**src/sv/tmn_pkg.sv**
```systemverilog
// Package for the tridiagonal matrix norm block: widths, mode codes,
// queue entry type, square-root state type and the magnitude function.
// No dependencies; every other file of the block imports it.
`default_nettype none

package tmn_pkg;

  // Field and datapath widths
  localparam int DataWidth  = 24;               // signed Q8.16 entries
  localparam int MagWidth   = DataWidth;        // magnitude incl. 2^(DataWidth-1)
  localparam int SqWidth    = 2 * MagWidth;     // one squared magnitude
  localparam int SqSumWidth = SqWidth + 2;      // sum of three squares
  localparam int AccWidth   = 64;               // saturating sum of squares
  localparam int MaxWidth   = MagWidth + 1;     // running max / line sums
  localparam int NormWidth  = 29;               // result, 16 fraction bits
  localparam int ModeWidth  = 3;
  localparam int RootWidth  = AccWidth / 2;
  localparam int CntWidth   = $clog2(RootWidth);

  // Queue between front and back
  localparam int FifoDepth  = 4;
  localparam int FifoAw     = $clog2(FifoDepth);

  // Norm mode codes; any other value yields zero
  localparam logic [ModeWidth-1:0] MODE_MAX_ABS  = 3'd0;
  localparam logic [ModeWidth-1:0] MODE_ONE_NORM = 3'd1;
  localparam logic [ModeWidth-1:0] MODE_INF_NORM = 3'd2;
  localparam logic [ModeWidth-1:0] MODE_FROB     = 3'd3;

  // Classification of an accepted transaction
  typedef enum logic [1:0] {
    KIND_BODY,
    KIND_LAST,
    KIND_EMPTY
  } item_kind_e;

  typedef struct packed {
    item_kind_e             kind;
    logic [ModeWidth-1:0]   mode;
    logic [MagWidth-1:0]    diag_mag;
    logic [MagWidth-1:0]    sub_mag;
    logic [MagWidth-1:0]    sup_mag;
  } entry_t;

  // Square-root unit
  typedef enum logic [1:0] {
    SQ_IDLE,
    SQ_RUN,
    SQ_HOLD
  } sqrt_state_e;

  typedef struct packed {
    logic idle;
    logic done;
  } sqrt_stat_t;

  // Magnitude of a two's complement value; the most negative value maps exactly.
  function automatic logic [MagWidth-1:0] mag_of(input logic [DataWidth-1:0] v);
    return v[DataWidth-1] ? (~v + 1'b1) : v;
  endfunction

endpackage

`default_nettype wire

```
**src/sv/tmn_fifo.sv**
```systemverilog
// Short queue of classified items between the front and back ends,
// held in flip-flops. Depends on tmn_pkg.
`default_nettype none

module tmn_fifo (
  input  logic            clk_i,
  input  logic            rst_ni,
  input  logic            push_valid_i,
  output logic            push_ready_o,
  input  tmn_pkg::entry_t push_data_i,
  output logic            pop_valid_o,
  input  logic            pop_ready_i,
  output tmn_pkg::entry_t pop_data_o
);
  import tmn_pkg::*;

  entry_t            store_q [FifoDepth];
  logic [FifoAw-1:0] wr_ptr_q, wr_ptr_d;
  logic [FifoAw-1:0] rd_ptr_q, rd_ptr_d;
  logic [FifoAw:0]   count_q, count_d;
  logic              push, pop;

  assign push_ready_o = (count_q != (FifoAw + 1)'(FifoDepth));
  assign pop_valid_o  = (count_q != '0);
  assign push         = push_valid_i && push_ready_o;
  assign pop          = pop_valid_o && pop_ready_i;
  assign pop_data_o   = store_q[rd_ptr_q];

  // Pointer and fill count update
  always_comb begin
    wr_ptr_d = push ? wr_ptr_q + 1'b1 : wr_ptr_q;
    rd_ptr_d = pop ? rd_ptr_q + 1'b1 : rd_ptr_q;
    case ({push, pop})
      2'b10:   count_d = count_q + 1'b1;
      2'b01:   count_d = count_q - 1'b1;
      default: count_d = count_q;
    endcase
  end

  always_ff @(posedge clk_i or negedge rst_ni) begin
    if (!rst_ni) begin
      wr_ptr_q <= '0;
      rd_ptr_q <= '0;
      count_q  <= '0;
    end else begin
      wr_ptr_q <= wr_ptr_d;
      rd_ptr_q <= rd_ptr_d;
      count_q  <= count_d;
    end
  end

  // Entry storage
  always_ff @(posedge clk_i) begin
    if (push) begin
      store_q[wr_ptr_q] <= push_data_i;
    end
  end

endmodule

`default_nettype wire

```
**config.mk**
```make
export PLATFORM = sky130hd
export DESIGN_NAME = tmn_fifo
export DESIGN_NICKNAME = d
export VERILOG_FILES = /design/src/sv/tmn_pkg.sv /design/src/sv/tmn_fifo.sv
export SDC_FILE = /design/constraint.sdc
export NUM_CORES = 1
export LEC_CHECK = 0
export ABC_AREA = 1
export BUFFER_PORTS_ARGS = -buffer_cell sky130_fd_sc_hd__buf_4
export CAP_MARGIN = 40
export CORE_ASPECT_RATIO = 1.25
export CORE_MARGIN = 3
export CORE_UTILIZATION = 45
export DETAILED_ROUTE_END_ITERATION = 10
export PLACE_DENSITY = 0.64
export SLEW_MARGIN = 10
export SYNTH_ARGS = -nofsm -noshare
export SYNTH_HDL_FRONTEND = slang
export SYNTH_SLANG_ARGS = --single-unit
```
**constraint.sdc**
```tcl
create_clock -name clk_i -period 7.19 [get_ports clk_i]
set_input_delay 2.157 -clock clk_i [delete_from_list [all_inputs] [get_ports clk_i]]
set_output_delay 2.157 -clock clk_i [all_outputs]
set_load 0.005 [all_outputs]
```
==> flow_metrics.py <==
metrics = {
    "cells_and_area": {
        "fin_nets": 1198,
        "drive_gt1_frac": 0.196,
        "fillers": 2272,
        "regArea_mm2": 0.00943,
        "multi_input_area_mm2": 0.00229,
        "syn2layout_area_growth_pct": 18.2,
    },
    "global_route": {
        "met2_usage": 0.292,
        "antenna_found_initial": 2,
        "grt_overflow": 0,
        "grt_max_degree": 161,
        "track_usage": 0.165,
        "grt_pass1_vias": 7275,
        "grt_pass1_wl_um": 39900,
        "met3_usage": 0.0310,
        "grtUsageMet1": 0.210,
        "busiest_layer": "met2",
    },
    "place": {
        "port_buffers": 159,
        "place.gp.congestion": 0.723,
        "place_ws_ps": 2810,
        "dp_hpwl_um": 15700,
    },
    "worst_setup_path": {
        "cpPeakStageDelay_ps": 500,
        "cp.arrival_ps": 2760,
        "required_ps": 5030,
        "cp_max_fo": 160,
        "cp_cell_sequence": "inv_8, buf_16, buf_4, nand2_1, o211ai_1, nand2_1, buf_4",
        "ff2ff_path_depth": 6,
        "critPathLaunchType": "flop",
        "cpMaxStageDelayCell": "buf_4",
        "path_buf_inv": 4,
        "crit_family": "buffers and inverters",
        "critPathKind": "flop to primary output",
        "cp.depth": 7,
        "end_kind": "primary output",
    },
    "route": {
        "detail_route.wl_per_cell_um": 17.2,
        "viasPerCell": 4.98,
        "routed_wirelength_um": 25600,
        "drc": 0,
        "ant_nets": 0,
        "first_iter_violations": 529,
        "firstDrtPassIters": 4,
        "dr_total_vias": 7394,
    },
    "synth": {
        "syn_nets": 1045,
        "synthesis.area_mm2": 0.0128,
        "syn_inst": 958,
        "synthTopCellsByCount": "edfxtp_1 (308), nand2_1 (249), inv_1 (167), o211ai_1 (150), buf_6 (35)",
        "synthSimpleGateAreaFrac": 0.0774,
        "synthMuxAreaShare": 0,
        "synthArstFlopShare": 0.0222,
        "synth-edff-count": 308,
        "synth-compound-area-share": 0.0922,
        "synth_fa_ha_area_frac": 0.00645,
        "synth-xor-area-share": 0.000684,
        "ys_types": 18,
        "synth_area_leader_cell": "edfxtp_1",
        "syn_avg_cell_area_um2": 13.4,
        "synth_top_family_by_area": "compound AO/OA/AOI/OAI gates",
        "synth-seq-area-share": 0.736,
        "synth_warnings": 0,
        "netlist_top_cells_area": "edfxtp_1 (72%), o211ai_1 (8.8%), nand2_1 (7.3%)",
        "synth_seq_cells": 315,
        "synth_top_area_frac": 0.722,
        "synth_flop_cell": "edfxtp_1",
        "synth.most_common_cell": "edfxtp_1",
    },
    "timing": {
        "rsz0062_at_grt": "no",
        "setup_viol": 0,
        "slew_headroom": 0.554,
        "fin_crit_sh": 0.684,
        "slew_violations": 0,
        "max_freq_ghz": 0.203,
        "period_needed_ps": 4920,
        "skew_ps": 10.8,
        "setup_slack_ps": 2270,
        "finalHoldViolations": 0,
        "tns_ps": 0,
        "tightest_slew_ps": 668,
    },
    "floorplanning": {
        "fp.dieW_um": 157,
        "pin_count": 160,
        "initial_core_util": 0.460,
        "dieArea_mm2": 0.0305,
        "core-area_mm2": 0.0278,
        "fp-row-count": 68,
        "die_y_um": 195,
    },
    "worst_hold_path": {
        "whs_path_depth": 1,
        "min_path_type": "flop to flop",
    },
    "cts": {
        "cts_buffers": 29,
        "cts_resized": 0,
        "clockBufferDepth": 3,
        "cts_tree": "yes",
        "cts_sinks": 315,
        "hold_buffers": 0,
        "post-cts-setup-buffers": 0,
        "clk_pin_slew_ps": 60,
        "htree_levels": 1,
        "clkLatencyLatePin_ps": 540,
        "cts-root-buf": "clkbuf_16",
    },
    "power_and_ir_drop": {
        "vdd_drop_max_mv": 0.267,
        "power_mw": 6.08,
        "leakage_nw": 6.08,
        "powerDensity_mw_per_mm2": 402,
    },
    "run": {
        "cap_violations": 0,
    },
    "status": {
        "status": "finished clean",
    },
}
==> cell type report <==
type | count | share of cell area
flip-flops and latches | 315 | 0.623
multi-input cells | 423 | 0.152
repair buffers | 173 | 0.0938
clock buffers | 34 | 0.0492
inverters | 169 | 0.0426
well taps | 350 | 0.0289
clock inverters | 19 | 0.0108
diodes | 1 | 0.000165
==> per-stage QoR <==
stage	area, um^2	hold slack (ps)	cells	utilization
floorplan	12800	446	958	-
global placement	14100	464	1424	0.505
detailed placement	14200	466	1430	0.511
CTS	15100	481	1483	0.544
global route	15100	503	1484	0.544
finish	15100	488	1484	0.544
==> layout by cell type (no fill, tap or decap) <==
master and count:
xnor2_1 1, ha_1 5, edfxtp_1 308, o21ai_0 1, dfrtp_1 6, diode_2 1, buf_16 6, clkinv_2 5
o211ai_1 150, o211ai_2 4, nand3_1 7, inv_1 167, nand2_1 249, clkinv_1 10, clkbuf_1 5, clkbuf_16 29
bufinv_16 3, inv_4 1, nand4_1 1, dfrtp_4 1, buf_4 167, nor2_4 4, fa_1 1, inv_8 2
==> registers in the layout (all words and copies together) (netlist names) <==
signal / flops
rd_ptr_q: 2
count_q: 3
wr_ptr_q: 2
store_q: 308
==> power by group <==
part           internal (mW)  total [mW]  switching [mW]  leakage [nW]
Sequential              2.41        2.50          0.0844          2.90
Combinational          0.843        2.11            1.26          2.73
Clock                  0.845        1.48           0.633         0.447
==> routing by layer <==
layer / wire length (um) / up-vias / part of all wire
met5: 13 / - / 0.00051
met4: 508 / 2 / 0.020
met3: 1380 / 35 / 0.054
met2: 12900 / 158 / 0.51
met1: 10700 / 3550 / 0.42
li1: - / 3649 / -
==> final timing paths <==
path / from / to / slack, ps
worst max-delay path: rd_ptr_q[0] / pop_data_o[51] / 2270
worst min-delay path: count_q[0] / count_q[0] / 490
worst max register to register: count_q[0] / store_q[0][58] / 4570
worst min register to register: count_q[0] / count_q[0] / 490
max in group asynchronous: rst_ni / rd_ptr_q[1] / 5630
min in group asynchronous: rst_ni / count_q[1] / 1420
==> cells by family (layout without fill, tap and decap cells) <==
logic type | after synthesis | count (layout)
compound gates | 155 | 155
xor+xnor | 1 | 1
fa+ha+maj | 6 | 6
buf+inv | 220 | 395
flops | 315 | 315
other cells | 0 | 1
simple gates | 261 | 261
(Power assumes the default switching activity.)
