### config.mk
export PLATFORM = sky130hd
export DESIGN_NAME = tmn_front_flat
export DESIGN_NICKNAME = d
export VERILOG_FILES = /design/src/sv/tmn_pkg.sv /design/src/sv/tmn_if.sv /design/src/sv/tmn_front.sv /design/src/flat_wrapper.sv
export SDC_FILE = /design/constraint.sdc
export NUM_CORES = 1
export LEC_CHECK = 0
export BUFFER_PORTS_ARGS = -buffer_cell sky130_fd_sc_hd__clkbuf_2
export CORE_MARGIN = 1
export CORE_UTILIZATION = 45
export CTS_CLUSTER_SIZE = 28
export DETAILED_ROUTE_END_ITERATION = 10
export GPL_TIMING_DRIVEN = 0
export PLACE_DENSITY = 0.88
export SYNTH_ARGS = -nofsm -noshare
export SYNTH_HDL_FRONTEND = slang
export SYNTH_SLANG_ARGS = --single-unit
### constraint.sdc
create_clock -name clk_i -period 4.05 [get_ports clk_i]
set_input_delay 0.405 -clock clk_i [delete_from_list [all_inputs] [get_ports clk_i]]
set_output_delay 0.405 -clock clk_i [all_outputs]
set_load 0.05 [all_outputs]
### src/sv/tmn_pkg.sv
// Package for the tridiagonal matrix norm block: widths, mode codes,
// queue entry type, square-root state type and the magnitude function.
// No dependencies; every other file of the block imports it.
`default_nettype none

package tmn_pkg;

  // Field and datapath widths
  localparam int DataWidth  = 24;               // signed Q8.16 entries
  localparam int MagWidth   = DataWidth;        // magnitude incl. 2^(DataWidth-1)
  localparam int SqWidth    = 2 * MagWidth;     // one squared magnitude
  localparam int SqSumWidth = SqWidth + 2;      // sum of three squares
  localparam int AccWidth   = 64;               // saturating sum of squares
  localparam int MaxWidth   = MagWidth + 1;     // running max / line sums
  localparam int NormWidth  = 29;               // result, 16 fraction bits
  localparam int ModeWidth  = 3;
  localparam int RootWidth  = AccWidth / 2;
  localparam int CntWidth   = $clog2(RootWidth);

  // Queue between front and back
  localparam int FifoDepth  = 4;
  localparam int FifoAw     = $clog2(FifoDepth);

  // Norm mode codes; any other value yields zero
  localparam logic [ModeWidth-1:0] MODE_MAX_ABS  = 3'd0;
  localparam logic [ModeWidth-1:0] MODE_ONE_NORM = 3'd1;
  localparam logic [ModeWidth-1:0] MODE_INF_NORM = 3'd2;
  localparam logic [ModeWidth-1:0] MODE_FROB     = 3'd3;

  // Classification of an accepted transaction
  typedef enum logic [1:0] {
    KIND_BODY,
    KIND_LAST,
    KIND_EMPTY
  } item_kind_e;

  typedef struct packed {
    item_kind_e             kind;
    logic [ModeWidth-1:0]   mode;
    logic [MagWidth-1:0]    diag_mag;
    logic [MagWidth-1:0]    sub_mag;
    logic [MagWidth-1:0]    sup_mag;
  } entry_t;

  // Square-root unit
  typedef enum logic [1:0] {
    SQ_IDLE,
    SQ_RUN,
    SQ_HOLD
  } sqrt_state_e;

  typedef struct packed {
    logic idle;
    logic done;
  } sqrt_stat_t;

  // Magnitude of a two's complement value; the most negative value maps exactly.
  function automatic logic [MagWidth-1:0] mag_of(input logic [DataWidth-1:0] v);
    return v[DataWidth-1] ? (~v + 1'b1) : v;
  endfunction

endpackage

`default_nettype wire

### src/sv/tmn_if.sv
// Channel interfaces of the tridiagonal matrix norm block: input items
// and norm results, each with valid/ready handshake. Depends on tmn_pkg.
`default_nettype none

interface tmn_in_if;
  import tmn_pkg::*;

  logic                        valid;
  logic                        ready;
  logic signed [DataWidth-1:0] sub_value;
  logic signed [DataWidth-1:0] diag_value;
  logic signed [DataWidth-1:0] sup_value;
  logic                        last;
  logic                        empty_req;

  modport source (output valid, sub_value, diag_value, sup_value, last, empty_req,
                  input ready);
  modport sink   (input valid, sub_value, diag_value, sup_value, last, empty_req,
                  output ready);
endinterface


`default_nettype wire

### src/sv/tmn_front.sv
// Front end: holds the mode register, accepts input transactions, takes
// magnitudes and classifies each item for the queue. Depends on tmn_pkg, tmn_if.
`default_nettype none

module tmn_front (
  input  logic                          clk_i,
  input  logic                          rst_ni,
  tmn_in_if.sink                        item_i,
  input  logic                          norm_mode_we_i,
  input  logic [tmn_pkg::ModeWidth-1:0] norm_mode_wdata_i,
  output logic                          push_valid_o,
  input  logic                          push_ready_i,
  output tmn_pkg::entry_t               push_data_o
);
  import tmn_pkg::*;

  logic [ModeWidth-1:0] mode_q, mode_d;

  // Mode register, written by the configuration port
  always_comb begin
    mode_d = mode_q;
    if (norm_mode_we_i) begin
      mode_d = norm_mode_wdata_i;
    end
  end

  always_ff @(posedge clk_i or negedge rst_ni) begin
    if (!rst_ni) begin
      mode_q <= MODE_MAX_ABS;
    end else begin
      mode_q <= mode_d;
    end
  end

  // A transaction is taken whenever the queue has room
  assign item_i.ready = push_ready_i;
  assign push_valid_o = item_i.valid;

  // Classify the item; off-diagonal entries of the final index do not count
  always_comb begin
    push_data_o.mode     = mode_q;
    push_data_o.diag_mag = mag_of(item_i.diag_value);
    push_data_o.sub_mag  = mag_of(item_i.sub_value);
    push_data_o.sup_mag  = mag_of(item_i.sup_value);
    if (item_i.empty_req) begin
      push_data_o.kind = KIND_EMPTY;
    end else if (item_i.last) begin
      push_data_o.kind = KIND_LAST;
    end else begin
      push_data_o.kind = KIND_BODY;
    end
    if (item_i.last) begin
      push_data_o.sub_mag = '0;
      push_data_o.sup_mag = '0;
    end
  end

endmodule

`default_nettype wire

### src/flat_wrapper.sv
// flat-port wrapper written by rule: the top's interface ports become plain ports
module tmn_front_flat import tmn_pkg::*;
  (clk_i, rst_ni, norm_mode_we_i, norm_mode_wdata_i, push_valid_o, push_ready_i, push_data_o, item_i_valid, item_i_sub_value, item_i_diag_value, item_i_sup_value, item_i_last, item_i_empty_req, item_i_ready);
  tmn_in_if item_i_i ();
  input  logic clk_i;
  input  logic rst_ni;
  input  logic norm_mode_we_i;
  input  logic [tmn_pkg::ModeWidth-1:0] norm_mode_wdata_i;
  output logic push_valid_o;
  input  logic push_ready_i;
  output tmn_pkg::entry_t push_data_o;
  input wire logic [$bits(item_i_i.valid)-1:0] item_i_valid;
  input wire logic [$bits(item_i_i.sub_value)-1:0] item_i_sub_value;
  input wire logic [$bits(item_i_i.diag_value)-1:0] item_i_diag_value;
  input wire logic [$bits(item_i_i.sup_value)-1:0] item_i_sup_value;
  input wire logic [$bits(item_i_i.last)-1:0] item_i_last;
  input wire logic [$bits(item_i_i.empty_req)-1:0] item_i_empty_req;
  output wire logic [$bits(item_i_i.ready)-1:0] item_i_ready;
  assign item_i_i.valid = item_i_valid;
  assign item_i_i.sub_value = item_i_sub_value;
  assign item_i_i.diag_value = item_i_diag_value;
  assign item_i_i.sup_value = item_i_sup_value;
  assign item_i_i.last = item_i_last;
  assign item_i_i.empty_req = item_i_empty_req;
  assign item_i_ready = item_i_i.ready;
  tmn_front u_core (.clk_i(clk_i), .rst_ni(rst_ni), .item_i(item_i_i), .norm_mode_we_i(norm_mode_we_i), .norm_mode_wdata_i(norm_mode_wdata_i), .push_valid_o(push_valid_o), .push_ready_i(push_ready_i), .push_data_o(push_data_o));
endmodule
==> impl_metrics.tcl <==
set metrics [dict create \
    path_cells "clkbuf_2, inv_1, ha_1, or3b_2, clkbuf_1, nand4b_1, or4b_2, o311ai_0, clkbuf_2" \
    drv_cap 0 \
    cp_slowest_stage_delay_ns 0.68 \
    wl_mm 7.32 \
    register_area_um2 75.1 \
    synth_top_cell_by_area "xnor2_1" \
    synth_ff_type "dfrtp_1" \
    ys_top_cells_by_area "xnor2_1, nor2_1, xor2_1" \
    hold_viol 0 \
    synth_area_um2 2180 \
    cpMostUsedCell "clkbuf_2" \
    largest_reg_flops 3 \
    synth_top_cell_area_share 0.0964 \
    clock_sinks 3 \
    fmax_mhz 300 \
    synthArstFlopShare 1.00 \
    drtPass1Iterations 5 \
    r2r-end "u_core.mode_q[1]" \
    ant_nets 0 \
    multi_input_area_um2 1960 \
    floorplan.initialDensity 0.484 \
    synth_edf_count 0 \
    final_cell_mix "clkbuf_2, nor2_1, xnor2_1" \
    status "complete, no violations" \
    htreeDepth 1 \
    arrival_ns 2.93 \
    yosysSeqAreaShare 0.0344 \
    grt_overflow 0 \
    yosysWarnings 0 \
    cts_buffer_depth 2 \
    cts_post_setup_buffers_inserted 0 \
    p_leak_nw 1.39 \
    worstRegToRegCells 1 \
    timing.final.crit_share 0.824 \
    root_buffer "clkbuf_8" \
    fp.coreArea_um2 4500 \
    grt_max_degree 11 \
    grt_pass1_wl_mm 11.5 \
    synth.net_count 420 \
    postSynthAreaPerCell_um2 6.51 \
    core.rowCount 24 \
    path_clk_slew_ns 0.03 \
    syn_to_final_growth_pct 41.1 \
    r2r_start "u_core.mode_q[1]" \
    dpl.hpwl_mm 5.89 \
    grt_pass1_vias 2622 \
    clk_latency_ns 0.21 \
    dieWidth_um 71.6 \
    holdPathEnd "u_core.mode_q[2]" \
    gp_congestion 0.924 \
    critPathTopFamily "simple AND/OR/NAND/NOR gates" \
    diodes 0 \
    setup_viol 0 \
    cp_num_buf_inv 4 \
    whs_path_depth 2 \
    syn_inst 335 \
    crit_slowest_cell "or4b_2" \
    crit_path_start_kind "input pin" \
    fin_nets 581 \
    setup_slack_ns 0.713 \
    r2r_slack_ns 3.29 \
    synth_cell_types 43 \
    io_buffers 155 \
    finalSetupTns_ns 0 \
    finalCriticalPeriod_ns 3.34 \
    worstMarginPinSlew_ns 0.705 \
    synth_seq_cells 3 \
    preCtsSetupSlack_ns 0.758 \
    cp.required_ns 3.64 \
    end_kind "primary output" \
    top_register "u_core.mode_q" \
    dr.first_iter.drc_count 234 \
    vias_per_cell 5.81 \
    layout_top_registers "u_core.mode_q (3)" \
    grt.total_usage 0.264 \
    cp_max_fo 8 \
    cts_tree "built" \
    layout.cells.non_filler 547 \
    utilization 0.683 \
    vias 3180 \
    dieArea_um2 5130 \
    hold_class "input pin to flop" \
    power_density_nw_per_um2 214 \
    wl_per_cell_um 13.4 \
    holdWs_ns 0.433 \
    critPathKind "input pin to primary output" \
    drive_gt1_frac 0.358 \
    rsz0062_at_grt "no" \
    antenna_found_initial 0 \
    dpl.cell_count 542 \
    drc 0 \
    fp.dieH_um 71.6 \
    io_pins 161 \
    skew_ns 0 \
    final_common_cell "clkbuf_2" \
    fillers 377 \
    irDropWorstVdd_mv 0.363 \
    relSlewSlack 0.526 \
    hp-start "norm_mode_wdata_i[2]" \
    finalMaxSlewViolations 0 \
    numCtsBuffers 3 \
]
[power breakdown]
part	switching (mW)	leakage (nW)	internal, mW
Sequential	0.00150	0.0351	0.0332
Combinational	0.394	1.33	0.145
Clock	0.0195	0.0228	0.0671
[stage by stage]
step           cell area (um2)  total power [mW]
6_report                  3080             0.660
5_1_grt                   3080             0.694
4_1_cts                   3080             0.660
3_5_place_dp              3020             0.570
3_3_place_gp              3020             0.564
2_1_floorplan             2180             0.416
[routing by layer]
metal / part of all wire / global-route usage / vias up
met2: 0.48 / 0.482 / 190
met4: 0.011 / 0.0523 / 0
met5: 0 / 0 / -
li1: - / - / 1580
met1: 0.41 / 0.327 / 1400
met3: 0.098 / 0.0422 / 10
[final cells by class]
cell class,count,share of cell area
well taps,52,0.0211
repair buffers,156,0.255
plain buffers,26,0.0374
multi-input cells,297,0.636
inverters,9,0.0110
clock buffers,4,0.0146
flip-flops and latches,3,0.0244
[Yosys cell counts (all sizes together) (2+ instances only)]
cell type and number:
a22oi 5, or2 4, nand4 3, o211ai 5, o311ai 5, buf 7
mux2i 2, nand3b 4, xnor2 24, a211oi 4, nand2 23, nor4b 2
nand4b 5, nand2b 8, o31ai 16, nand3 9, mux2 6, a21oi 8
nor2 55, or4b 4, or3 13, nor3b 3, o21ai 6, or4 10
dfrtp 3, nor2b 9, inv 9, o41ai 17, xor2 21, ha 3
nor4 10, clkbuf 19, nor3 6
[how the worst max path moves through the flow]
stage,startpoint,endpoint,slack [ns],depth (start not counted)
CTS,item_i_sub_value[0],push_data_o[40],0.76,9
global route,item_i_sub_value[0],push_data_o[40],0.60,9
global placement,item_i_sub_value[0],push_data_o[40],0.82,9
finish,item_i_sub_value[0],push_data_o[40],0.71,9
detailed placement,item_i_sub_value[0],push_data_o[40],0.76,9
floorplan,item_i_sub_value[0],push_data_o[46],0.30,6
[kinds of logic (layout without fill, tap and decap cells)]
kind of cell,Yosys count,after routing,synth area share
buffers and inverters,35,195,0.0683
DFF,3,3,0.0344
adders and majority gates,3,3,0.0172
xor gates and xnor gates,45,45,0.181
and+or+nand+nor,172,172,0.424
muxes,8,8,0.0402
AOI/OAI and AO/OA,69,69,0.235
[timing repair]
item / CTS / global route
hold buffers: 1 / 0
endpoints found under the hold margin: 3 / 0
resized for setup: 0 / 0
(Power assumes the default switching activity.)
