==> src/sv/tmn_pkg.sv <==
// Package for the tridiagonal matrix norm block: widths, mode codes,
// queue entry type, square-root state type and the magnitude function.
// No dependencies; every other file of the block imports it.
`default_nettype none

package tmn_pkg;

  // Field and datapath widths
  localparam int DataWidth  = 24;               // signed Q8.16 entries
  localparam int MagWidth   = DataWidth;        // magnitude incl. 2^(DataWidth-1)
  localparam int SqWidth    = 2 * MagWidth;     // one squared magnitude
  localparam int SqSumWidth = SqWidth + 2;      // sum of three squares
  localparam int AccWidth   = 64;               // saturating sum of squares
  localparam int MaxWidth   = MagWidth + 1;     // running max / line sums
  localparam int NormWidth  = 29;               // result, 16 fraction bits
  localparam int ModeWidth  = 3;
  localparam int RootWidth  = AccWidth / 2;
  localparam int CntWidth   = $clog2(RootWidth);

  // Queue between front and back
  localparam int FifoDepth  = 4;
  localparam int FifoAw     = $clog2(FifoDepth);

  // Norm mode codes; any other value yields zero
  localparam logic [ModeWidth-1:0] MODE_MAX_ABS  = 3'd0;
  localparam logic [ModeWidth-1:0] MODE_ONE_NORM = 3'd1;
  localparam logic [ModeWidth-1:0] MODE_INF_NORM = 3'd2;
  localparam logic [ModeWidth-1:0] MODE_FROB     = 3'd3;

  // Classification of an accepted transaction
  typedef enum logic [1:0] {
    KIND_BODY,
    KIND_LAST,
    KIND_EMPTY
  } item_kind_e;

  typedef struct packed {
    item_kind_e             kind;
    logic [ModeWidth-1:0]   mode;
    logic [MagWidth-1:0]    diag_mag;
    logic [MagWidth-1:0]    sub_mag;
    logic [MagWidth-1:0]    sup_mag;
  } entry_t;

  // Square-root unit
  typedef enum logic [1:0] {
    SQ_IDLE,
    SQ_RUN,
    SQ_HOLD
  } sqrt_state_e;

  typedef struct packed {
    logic idle;
    logic done;
  } sqrt_stat_t;

  // Magnitude of a two's complement value; the most negative value maps exactly.
  function automatic logic [MagWidth-1:0] mag_of(input logic [DataWidth-1:0] v);
    return v[DataWidth-1] ? (~v + 1'b1) : v;
  endfunction

endpackage

`default_nettype wire

==> src/sv/tmn_if.sv <==
// Channel interfaces of the tridiagonal matrix norm block: input items
// and norm results, each with valid/ready handshake. Depends on tmn_pkg.
`default_nettype none


interface tmn_out_if;
  import tmn_pkg::*;

  logic                 valid;
  logic                 ready;
  logic [NormWidth-1:0] norm_value;

  modport source (output valid, norm_value, input ready);
  modport sink   (input valid, norm_value, output ready);
endinterface

`default_nettype wire

==> src/sv/tmn_isqrt.sv <==
// Bit-serial floor square root of the 64-bit sum of squares, one result
// bit per cycle, with the result saturated to the norm width. Depends on tmn_pkg.
`default_nettype none

module tmn_isqrt (
  input  logic                          clk_i,
  input  logic                          rst_ni,
  input  logic                          start_i,
  input  logic [tmn_pkg::AccWidth-1:0]  radicand_i,
  input  logic                          ack_i,
  output tmn_pkg::sqrt_stat_t           stat_o,
  output logic [tmn_pkg::NormWidth-1:0] root_o
);
  import tmn_pkg::*;

  sqrt_state_e           state_q, state_d;
  logic [AccWidth-1:0]   opnd_q;
  logic [RootWidth:0]    rem_q;
  logic [RootWidth-1:0]  root_q;
  logic [CntWidth-1:0]   cnt_q;
  logic [RootWidth+2:0]  rem_sh;
  logic [RootWidth+2:0]  trial;
  logic [RootWidth+2:0]  diff;
  logic                  fits;

  // Next state
  always_comb begin
    state_d = state_q;
    case (state_q)
      SQ_IDLE: if (start_i) begin
        state_d = SQ_RUN;
      end
      SQ_RUN: if (cnt_q == '0) begin
        state_d = SQ_HOLD;
      end
      SQ_HOLD: if (ack_i) begin
        state_d = SQ_IDLE;
      end
      default: state_d = SQ_IDLE;
    endcase
  end

  always_ff @(posedge clk_i or negedge rst_ni) begin
    if (!rst_ni) begin
      state_q <= SQ_IDLE;
    end else begin
      state_q <= state_d;
    end
  end

  // Outputs: status and saturated root
  always_comb begin
    stat_o.idle = (state_q == SQ_IDLE);
    stat_o.done = (state_q == SQ_HOLD);
    if (root_q[RootWidth-1:NormWidth] != '0) begin
      root_o = '1;
    end else begin
      root_o = root_q[NormWidth-1:0];
    end
  end

  // One restoring step: bring down two radicand bits and try the next root bit
  assign rem_sh = {rem_q, opnd_q[AccWidth-1 -: 2]};
  assign trial  = {1'b0, root_q, 2'b01};
  assign fits   = (rem_sh >= trial);
  assign diff   = rem_sh - trial;

  always_ff @(posedge clk_i) begin
    if (state_q == SQ_IDLE && start_i) begin
      opnd_q <= radicand_i;
      rem_q  <= '0;
      root_q <= '0;
      cnt_q  <= CntWidth'(RootWidth - 1);
    end else if (state_q == SQ_RUN) begin
      opnd_q <= {opnd_q[AccWidth-3:0], 2'b00};
      rem_q  <= fits ? diff[RootWidth:0] : rem_sh[RootWidth:0];
      root_q <= {root_q[RootWidth-2:0], fits};
      cnt_q  <= cnt_q - 1'b1;
    end
  end

endmodule

`default_nettype wire

==> src/sv/tmn_back.sv <==
// Back end: squares the queued magnitudes, keeps the running maximum,
// line sums and sum of squares, and delivers results through an output
// register. Depends on tmn_pkg, tmn_if and tmn_isqrt.
`default_nettype none

module tmn_back (
  input  logic            clk_i,
  input  logic            rst_ni,
  input  logic            pop_valid_i,
  output logic            pop_ready_o,
  input  tmn_pkg::entry_t pop_data_i,
  tmn_out_if.source       result_o
);
  import tmn_pkg::*;

  // Square stage
  logic                 sa_valid_q, sa_valid_d;
  entry_t               sa_entry_q;
  logic [SqWidth-1:0]   sq_d_q, sq_s_q, sq_u_q;
  logic                 pop;

  // Accumulators
  logic [MagWidth-1:0]  prev_sub_q, prev_sup_q;
  logic [MaxWidth-1:0]  rmax_q;
  logic [AccWidth-1:0]  ss_q;

  // Accumulate stage
  logic                 b_fire;
  logic                 is_term;
  logic                 is_frob_last;
  logic                 is_max_mode;
  logic [MaxWidth-1:0]  cand;
  logic [MaxWidth-1:0]  rmax_upd;
  logic [SqSumWidth-1:0] sq_sum;
  logic [AccWidth:0]    ss_ext;
  logic [AccWidth-1:0]  ss_upd;
  logic [NormWidth-1:0] direct_res;

  // Output register and square-root hand-off
  logic                 out_valid_q, out_valid_d;
  logic [NormWidth-1:0] norm_q;
  logic                 out_free;
  logic                 direct_load;
  logic                 sqrt_load;
  logic                 sq_start;
  sqrt_stat_t           sq_stat;
  logic [NormWidth-1:0] sq_root;

  // Square stage: register the entry with its three squares
  assign pop_ready_o = !sa_valid_q || b_fire;
  assign pop         = pop_valid_i && pop_ready_o;

  always_comb begin
    sa_valid_d = sa_valid_q;
    if (pop) begin
      sa_valid_d = 1'b1;
    end else if (b_fire) begin
      sa_valid_d = 1'b0;
    end
  end

  always_ff @(posedge clk_i or negedge rst_ni) begin
    if (!rst_ni) begin
      sa_valid_q <= 1'b0;
    end else begin
      sa_valid_q <= sa_valid_d;
    end
  end

  always_ff @(posedge clk_i) begin
    if (pop) begin
      sa_entry_q <= pop_data_i;
      sq_d_q     <= SqWidth'(pop_data_i.diag_mag) * SqWidth'(pop_data_i.diag_mag);
      sq_s_q     <= SqWidth'(pop_data_i.sub_mag) * SqWidth'(pop_data_i.sub_mag);
      sq_u_q     <= SqWidth'(pop_data_i.sup_mag) * SqWidth'(pop_data_i.sup_mag);
    end
  end

  // Candidate for the running maximum under the item's mode
  always_comb begin
    case (sa_entry_q.mode)
      MODE_MAX_ABS: begin
        cand = MaxWidth'(sa_entry_q.diag_mag);
        if (MaxWidth'(sa_entry_q.sub_mag) > cand) begin
          cand = MaxWidth'(sa_entry_q.sub_mag);
        end
        if (MaxWidth'(sa_entry_q.sup_mag) > cand) begin
          cand = MaxWidth'(sa_entry_q.sup_mag);
        end
      end
      MODE_ONE_NORM: cand = MaxWidth'(sa_entry_q.diag_mag) + MaxWidth'(sa_entry_q.sub_mag)
                            + MaxWidth'(prev_sup_q);
      MODE_INF_NORM: cand = MaxWidth'(sa_entry_q.diag_mag) + MaxWidth'(sa_entry_q.sup_mag)
                            + MaxWidth'(prev_sub_q);
      default:       cand = '0;
    endcase
  end

  assign is_max_mode = (sa_entry_q.mode == MODE_MAX_ABS) ||
                       (sa_entry_q.mode == MODE_ONE_NORM) ||
                       (sa_entry_q.mode == MODE_INF_NORM);
  assign rmax_upd    = (is_max_mode && cand > rmax_q) ? cand : rmax_q;

  // Saturating sum of squares
  assign sq_sum = SqSumWidth'(sq_d_q) + SqSumWidth'(sq_s_q) + SqSumWidth'(sq_u_q);
  assign ss_ext = {1'b0, ss_q} + (AccWidth + 1)'(sq_sum);

  always_comb begin
    ss_upd = ss_q;
    if (sa_entry_q.mode == MODE_FROB) begin
      ss_upd = ss_ext[AccWidth] ? '1 : ss_ext[AccWidth-1:0];
    end
  end

  // Terminal items either start the square root or give a result at once
  assign is_term      = (sa_entry_q.kind != KIND_BODY);
  assign is_frob_last = (sa_entry_q.kind == KIND_LAST) && (sa_entry_q.mode == MODE_FROB);
  assign out_free     = !out_valid_q || result_o.ready;

  always_comb begin
    b_fire = 1'b0;
    if (sa_valid_q) begin
      if (!is_term) begin
        b_fire = 1'b1;
      end else if (is_frob_last) begin
        b_fire = sq_stat.idle;
      end else begin
        b_fire = sq_stat.idle && out_free;
      end
    end
  end

  always_comb begin
    direct_res = '0;
    if (sa_entry_q.kind == KIND_LAST && is_max_mode) begin
      direct_res = NormWidth'(rmax_upd);
    end
  end

  assign sq_start    = b_fire && is_frob_last;
  assign direct_load = b_fire && is_term && !is_frob_last;
  assign sqrt_load   = sq_stat.done && out_free;

  // Accumulator update; every result clears the state
  always_ff @(posedge clk_i or negedge rst_ni) begin
    if (!rst_ni) begin
      prev_sub_q <= '0;
      prev_sup_q <= '0;
      rmax_q     <= '0;
      ss_q       <= '0;
    end else if (b_fire) begin
      if (is_term) begin
        prev_sub_q <= '0;
        prev_sup_q <= '0;
        rmax_q     <= '0;
        ss_q       <= '0;
      end else begin
        prev_sub_q <= sa_entry_q.sub_mag;
        prev_sup_q <= sa_entry_q.sup_mag;
        rmax_q     <= rmax_upd;
        ss_q       <= ss_upd;
      end
    end
  end

  tmn_isqrt u_isqrt (
    .clk_i      (clk_i),
    .rst_ni     (rst_ni),
    .start_i    (sq_start),
    .radicand_i (ss_upd),
    .ack_i      (sqrt_load),
    .stat_o     (sq_stat),
    .root_o     (sq_root)
  );

  // Output register
  always_comb begin
    out_valid_d = out_valid_q;
    if (direct_load || sqrt_load) begin
      out_valid_d = 1'b1;
    end else if (result_o.ready) begin
      out_valid_d = 1'b0;
    end
  end

  always_ff @(posedge clk_i or negedge rst_ni) begin
    if (!rst_ni) begin
      out_valid_q <= 1'b0;
    end else begin
      out_valid_q <= out_valid_d;
    end
  end

  always_ff @(posedge clk_i) begin
    if (direct_load) begin
      norm_q <= direct_res;
    end else if (sqrt_load) begin
      norm_q <= sq_root;
    end
  end

  assign result_o.valid      = out_valid_q;
  assign result_o.norm_value = norm_q;

  // Checks
  a_single_load : assert property (@(posedge clk_i) disable iff (!rst_ni)
    !(direct_load && sqrt_load))
    else $error("direct result and square root loaded together");

  a_start_idle : assert property (@(posedge clk_i) disable iff (!rst_ni)
    sq_start |-> sq_stat.idle)
    else $error("square root started while busy");

  a_direct_room : assert property (@(posedge clk_i) disable iff (!rst_ni)
    direct_load |-> out_free)
    else $error("result loaded over an undelivered result");

  a_clear_after_result : assert property (@(posedge clk_i) disable iff (!rst_ni)
    (b_fire && is_term) |=> (rmax_q == '0 && ss_q == '0 &&
                             prev_sub_q == '0 && prev_sup_q == '0))
    else $error("accumulators not cleared after a result");

endmodule

`default_nettype wire

==> src/flat_wrapper.sv <==
// flat-port wrapper written by rule: the top's interface ports become plain ports
module tmn_back_flat import tmn_pkg::*;
  (clk_i, rst_ni, pop_valid_i, pop_ready_o, pop_data_i, result_o_valid, result_o_norm_value, result_o_ready);
  tmn_out_if result_o_i ();
  input  logic clk_i;
  input  logic rst_ni;
  input  logic pop_valid_i;
  output logic pop_ready_o;
  input  tmn_pkg::entry_t pop_data_i;
  output wire logic [$bits(result_o_i.valid)-1:0] result_o_valid;
  output wire logic [$bits(result_o_i.norm_value)-1:0] result_o_norm_value;
  input wire logic [$bits(result_o_i.ready)-1:0] result_o_ready;
  assign result_o_valid = result_o_i.valid;
  assign result_o_norm_value = result_o_i.norm_value;
  assign result_o_i.ready = result_o_ready;
  tmn_back u_core (.clk_i(clk_i), .rst_ni(rst_ni), .pop_valid_i(pop_valid_i), .pop_ready_o(pop_ready_o), .pop_data_i(pop_data_i), .result_o(result_o_i));
endmodule
==> config.mk <==
export PLATFORM = sky130hd
export DESIGN_NAME = tmn_back_flat
export DESIGN_NICKNAME = d
export VERILOG_FILES = /design/src/sv/tmn_pkg.sv /design/src/sv/tmn_if.sv /design/src/sv/tmn_isqrt.sv /design/src/sv/tmn_back.sv /design/src/flat_wrapper.sv
export SDC_FILE = /design/constraint.sdc
export NUM_CORES = 2
export LEC_CHECK = 0
export BUFFER_PORTS_ARGS = -buffer_cell sky130_fd_sc_hd__clkbuf_2
export CAP_MARGIN = 5
export CORE_MARGIN = 3
export CORE_UTILIZATION = 35
export DETAILED_ROUTE_END_ITERATION = 8
export SYNTH_ARGS = -nofsm -noshare
export SYNTH_HDL_FRONTEND = slang
export SYNTH_SLANG_ARGS = --single-unit
==> constraint.sdc <==
create_clock -name clk_i -period 8.1 [get_ports clk_i]
set_input_delay 2.025 -clock clk_i [delete_from_list [all_inputs] [get_ports clk_i]]
set_output_delay 2.025 -clock clk_i [all_outputs]
set_load 0.02 [all_outputs]
==> summary.md <==
| Metric | Value |
|---|---|
| Root Buffer Master | `clkbuf_16` |
| Crit path max fanout | `5` |
| Largest net degree at the start of global routing | `146` |
| Global-route wire length before repair | `between 300000 and 400000 µm` |
| TritonCTS buffer count | `67` |
| H-tree depth | `3` |
| Synth top area cells | `fa_1, ha_1, edfxtp_1` |
| Share of the synthesized area in the top cell type | `0.3235` |
| Max_cap viols | `0` |
| Initial antenna violation count | `12` |
| Synth Area in XOR/XNOR | `0.03597` |
| Final min period | `between 8000 and 9000 ps` |
| Clock Skews | `26.21 ps` |
| Die width | `about 490 µm` |
| Drt wl/cell | `about 19 µm` |
| Compound-Gate Fraction of Synth Area | `0.1182` |
| Final period utilization | `0.9995` |
| Antenna viol nets, final | `0` |
| Share of layout cells above drive strength 1 | `0.1689` |
| Ys flop type | `edfxtp_1` |
| Syn_area_per_cell | `9.546 µm²` |
| Setup repair after global routing missed its margin | `yes` |
| Worst slew pin tran | `1053 ps` |
| Detailed placer's ending HPWL | `198600 µm` |
| Final core occ | `0.4218` |
| Worst Path Required | `8430 ps` |
| Sequential Area | `about 14000 µm²` |
| Syn-to-layout area delta | `19.45%` |
| Fin nets | `11740` |
| Full die area | `238900 µm²` |
| Post-synthesis sequential area ratio | `0.1738` |
| Yosys reg bits | `519` |
| Overflow after GRT | `0` |
| Number of synthesized flops with an enable pin | `308` |
| Largest family of logic cells by synthesized area | `adder cells` |
| Clk sink count | `519` |
| Commonest non-fill, non-tap cells in the layout | `inv_1, fa_1, buf_4, ha_1, nand2_1` |
| Synthesis Warnings | `0` |
| Max clock buf depth | `3` |
| Status | `complete, no violations` |
| Synth Area in Adders | `0.4503` |
| Slew Viols, Final | `0` |
| Mapped Nets | `roughly 11000` |
| Mux contribution to synthesized area | `0.007362` |
| Row cnt | `176` |
| Core area | `231000 µm²` |
| Cell Area, Synth | `around 82000 µm²` |
| Via count | `63580` |
| Initial Util | `0.3531` |
| Most common cell after layout, fill and taps aside | `inv_1` |
| Netlist cell types | `104` |
| Cell taking the most area after synthesis | `fa_1` |
| Via density | `5.045` |
| Io pins | `112` |
| PortBufs | `~110` |
| Vias in the first global route | `68130` |
| TritonCTS clock tree | `built` |
| Gr usage total | `0.1992` |
| Fillers | `22200` |
| Setup CP Type | `primary input to flop` |
| Worst skew pair latency | `630 ps` |
| Endpoints failing setup | `0` |
| Worst EP arrival | `about 8400 ps` |
| Hold WC Path Type | `flop to flop` |
| Post-route DRC | `0` |
| DRT Wirelength | `237700 µm` |
| Simple-gate share of the synthesized area | `0.1236` |
| Max_slew headroom | `0.2933` |
| RePlAce Congestion | `0.9123` |
| FMAX | `about 120 MHz` |
| Die span in y | `488.8 µm` |
| Initial DRC count | `3653` |
| Startpoint types | `primary input` |
| Area of the multi-input gates | `~61000 µm²` |
| Asr flop ratio synth | `0.2717` |
| Post-Syn Instances | `8545` |
| Final hold violation count | `0` |
| Clk slew on worst S/H paths | `70 ps` |
| Worst setup EP type | `flop` |
| First-pass DRT Iterations | `6` |
[cells by family after synthesis]
| logic type | Yosys count |
|---|---|
| compound gates | 1486 |
| simple gates | 2048 |
| mux | 59 |
| flops | 519 |
| buf+inv | 1953 |
| fa+ha+maj | 2145 |
| xor+xnor | 335 |
[critical path: stages]
cell,delay (ps)
buf_12,110
clkbuf_16,150
and2_4,160
fa_2,560
inv_2,40
fa_1,470
inv_1,50
fa_1,490
inv_2,40
fa_1,470
fa_1,530
fa_1,520
inv_1,50
fa_1,540
ha_4,210
a21o_1,170
a21o_1,160
a31o_2,250
nor3b_2,190
a21o_4,180
o41ai_4,80
or3_4,400
a21o_1,220
buf_6,140
nand4_1,110
o311ai_4,110
[state kept, by name (all words and copies together), names as in the netlist, 29 cells and up]
register,count
u_core.u_isqrt.rem_q,33
u_core.sq_s_q,46
u_core.u_isqrt.root_q,32
u_core.ss_q,64
u_core.sq_u_q,46
u_core.sq_d_q,46
u_core.result_o.norm_value,29
u_core.sa_entry_q,77
u_core.u_isqrt.opnd_q,64
[synth_stat cells (all sizes together) (9+ instances only)]
cell and n:
clkbuf 236, nand2 663, dfrtp 141, a211oi 46
and3 62, nor2 373, o211ai 26, xor2 117
o21ai 352, edfxtp 308, buf 34, a221o 19
mux2i 51, nor2b 60, o21a 77, a31o 12
nand2b 47, dfxtp 70, ha 827, a41oi 11
fa 1318, a21oi 429, and2 482, a31oi 44
o21bai 43, a22o 67, and4 14, nor4 13
o22ai 13, nor3 73, nand4 46, a21boi 13
a221oi 16, or2 25, o22a 9, xnor2 218
or3 25, a21o 183, nand3 139, a211o 15
inv 1678, o31ai 17
[per-stage QoR]
stage	hold WS (ps)	cells	setup TNS [ps]	worst slack [ps]	instance area, µm²
after floorplan	432.7	8545	-875.5	-187.4	82210
after global placement	451.9	12440	-38050	-807.7	93310
after detailed placement	456.2	12440	-39610	-803.3	93310
after CTS	464.5	12560	-21.25	-21.25	95750
after global routing	487.1	12600	-528.1	-135.8	97430
final	457.4	12600	0	3.836	97440
[routing by layer]
metal  up-vias  global-route usage  part of all wire
met5         -                   0           0.00013
met4         4             0.06799             0.039
met3       365             0.02132             0.047
met2      1489              0.3474              0.49
met1     32100              0.2567              0.42
li1      29630                   -                 -
[final timing paths]
kind	from	to	slack, ps	cells after the start
max in group asynchronous	rst_ni	u_core.prev_sup_q[18]$_DFFE_PN0P_	5040	2
min	u_core.u_isqrt.rem_q[31]$_SDFFE_PP0P_	u_core.u_isqrt.rem_q[31]$_SDFFE_PP0P_	460	2
max	pop_data_i[50]	u_core.sq_d_q[45]$_DFFE_PP_	4	26
min reg2reg	u_core.u_isqrt.rem_q[31]$_SDFFE_PP0P_	u_core.u_isqrt.rem_q[31]$_SDFFE_PP0P_	460	2
min in group asynchronous	rst_ni	u_core.ss_q[55]$_DFFE_PN0P_	1460	1
max reg2reg	u_core.sq_s_q[12]$_DFFE_PP_	u_core.u_isqrt.opnd_q[27]$_DFFE_PP_	260	35
[cell type report]
| class | count | area share |
|---|---|---|
| Timing Repair Buffer | 1171 | 0.09735 |
| Sequential cell | 519 | 0.1455 |
| Clock inverter | 39 | 0.004430 |
| Clock buffer | 85 | 0.01942 |
| Inverter | 1683 | 0.06518 |
| Tap cell | 3026 | 0.03886 |
| Multi-Input combinational cell | 6073 | 0.6291 |
| Antenna cell | 6 | 0.0001541 |
[what timing repair did]
item | CTS | global route
pin swaps | 4 | 152
hold buffers | 0 | 0
endpoints found under the setup margin | 28 | 229
gates cloned | 0 | 6
buffers inserted | 2 | 29
gates resized for setup | 26 | 401
Power is not shown: default switching activity piles up to over one toggle a cycle in this logic, so the estimate is an artifact.
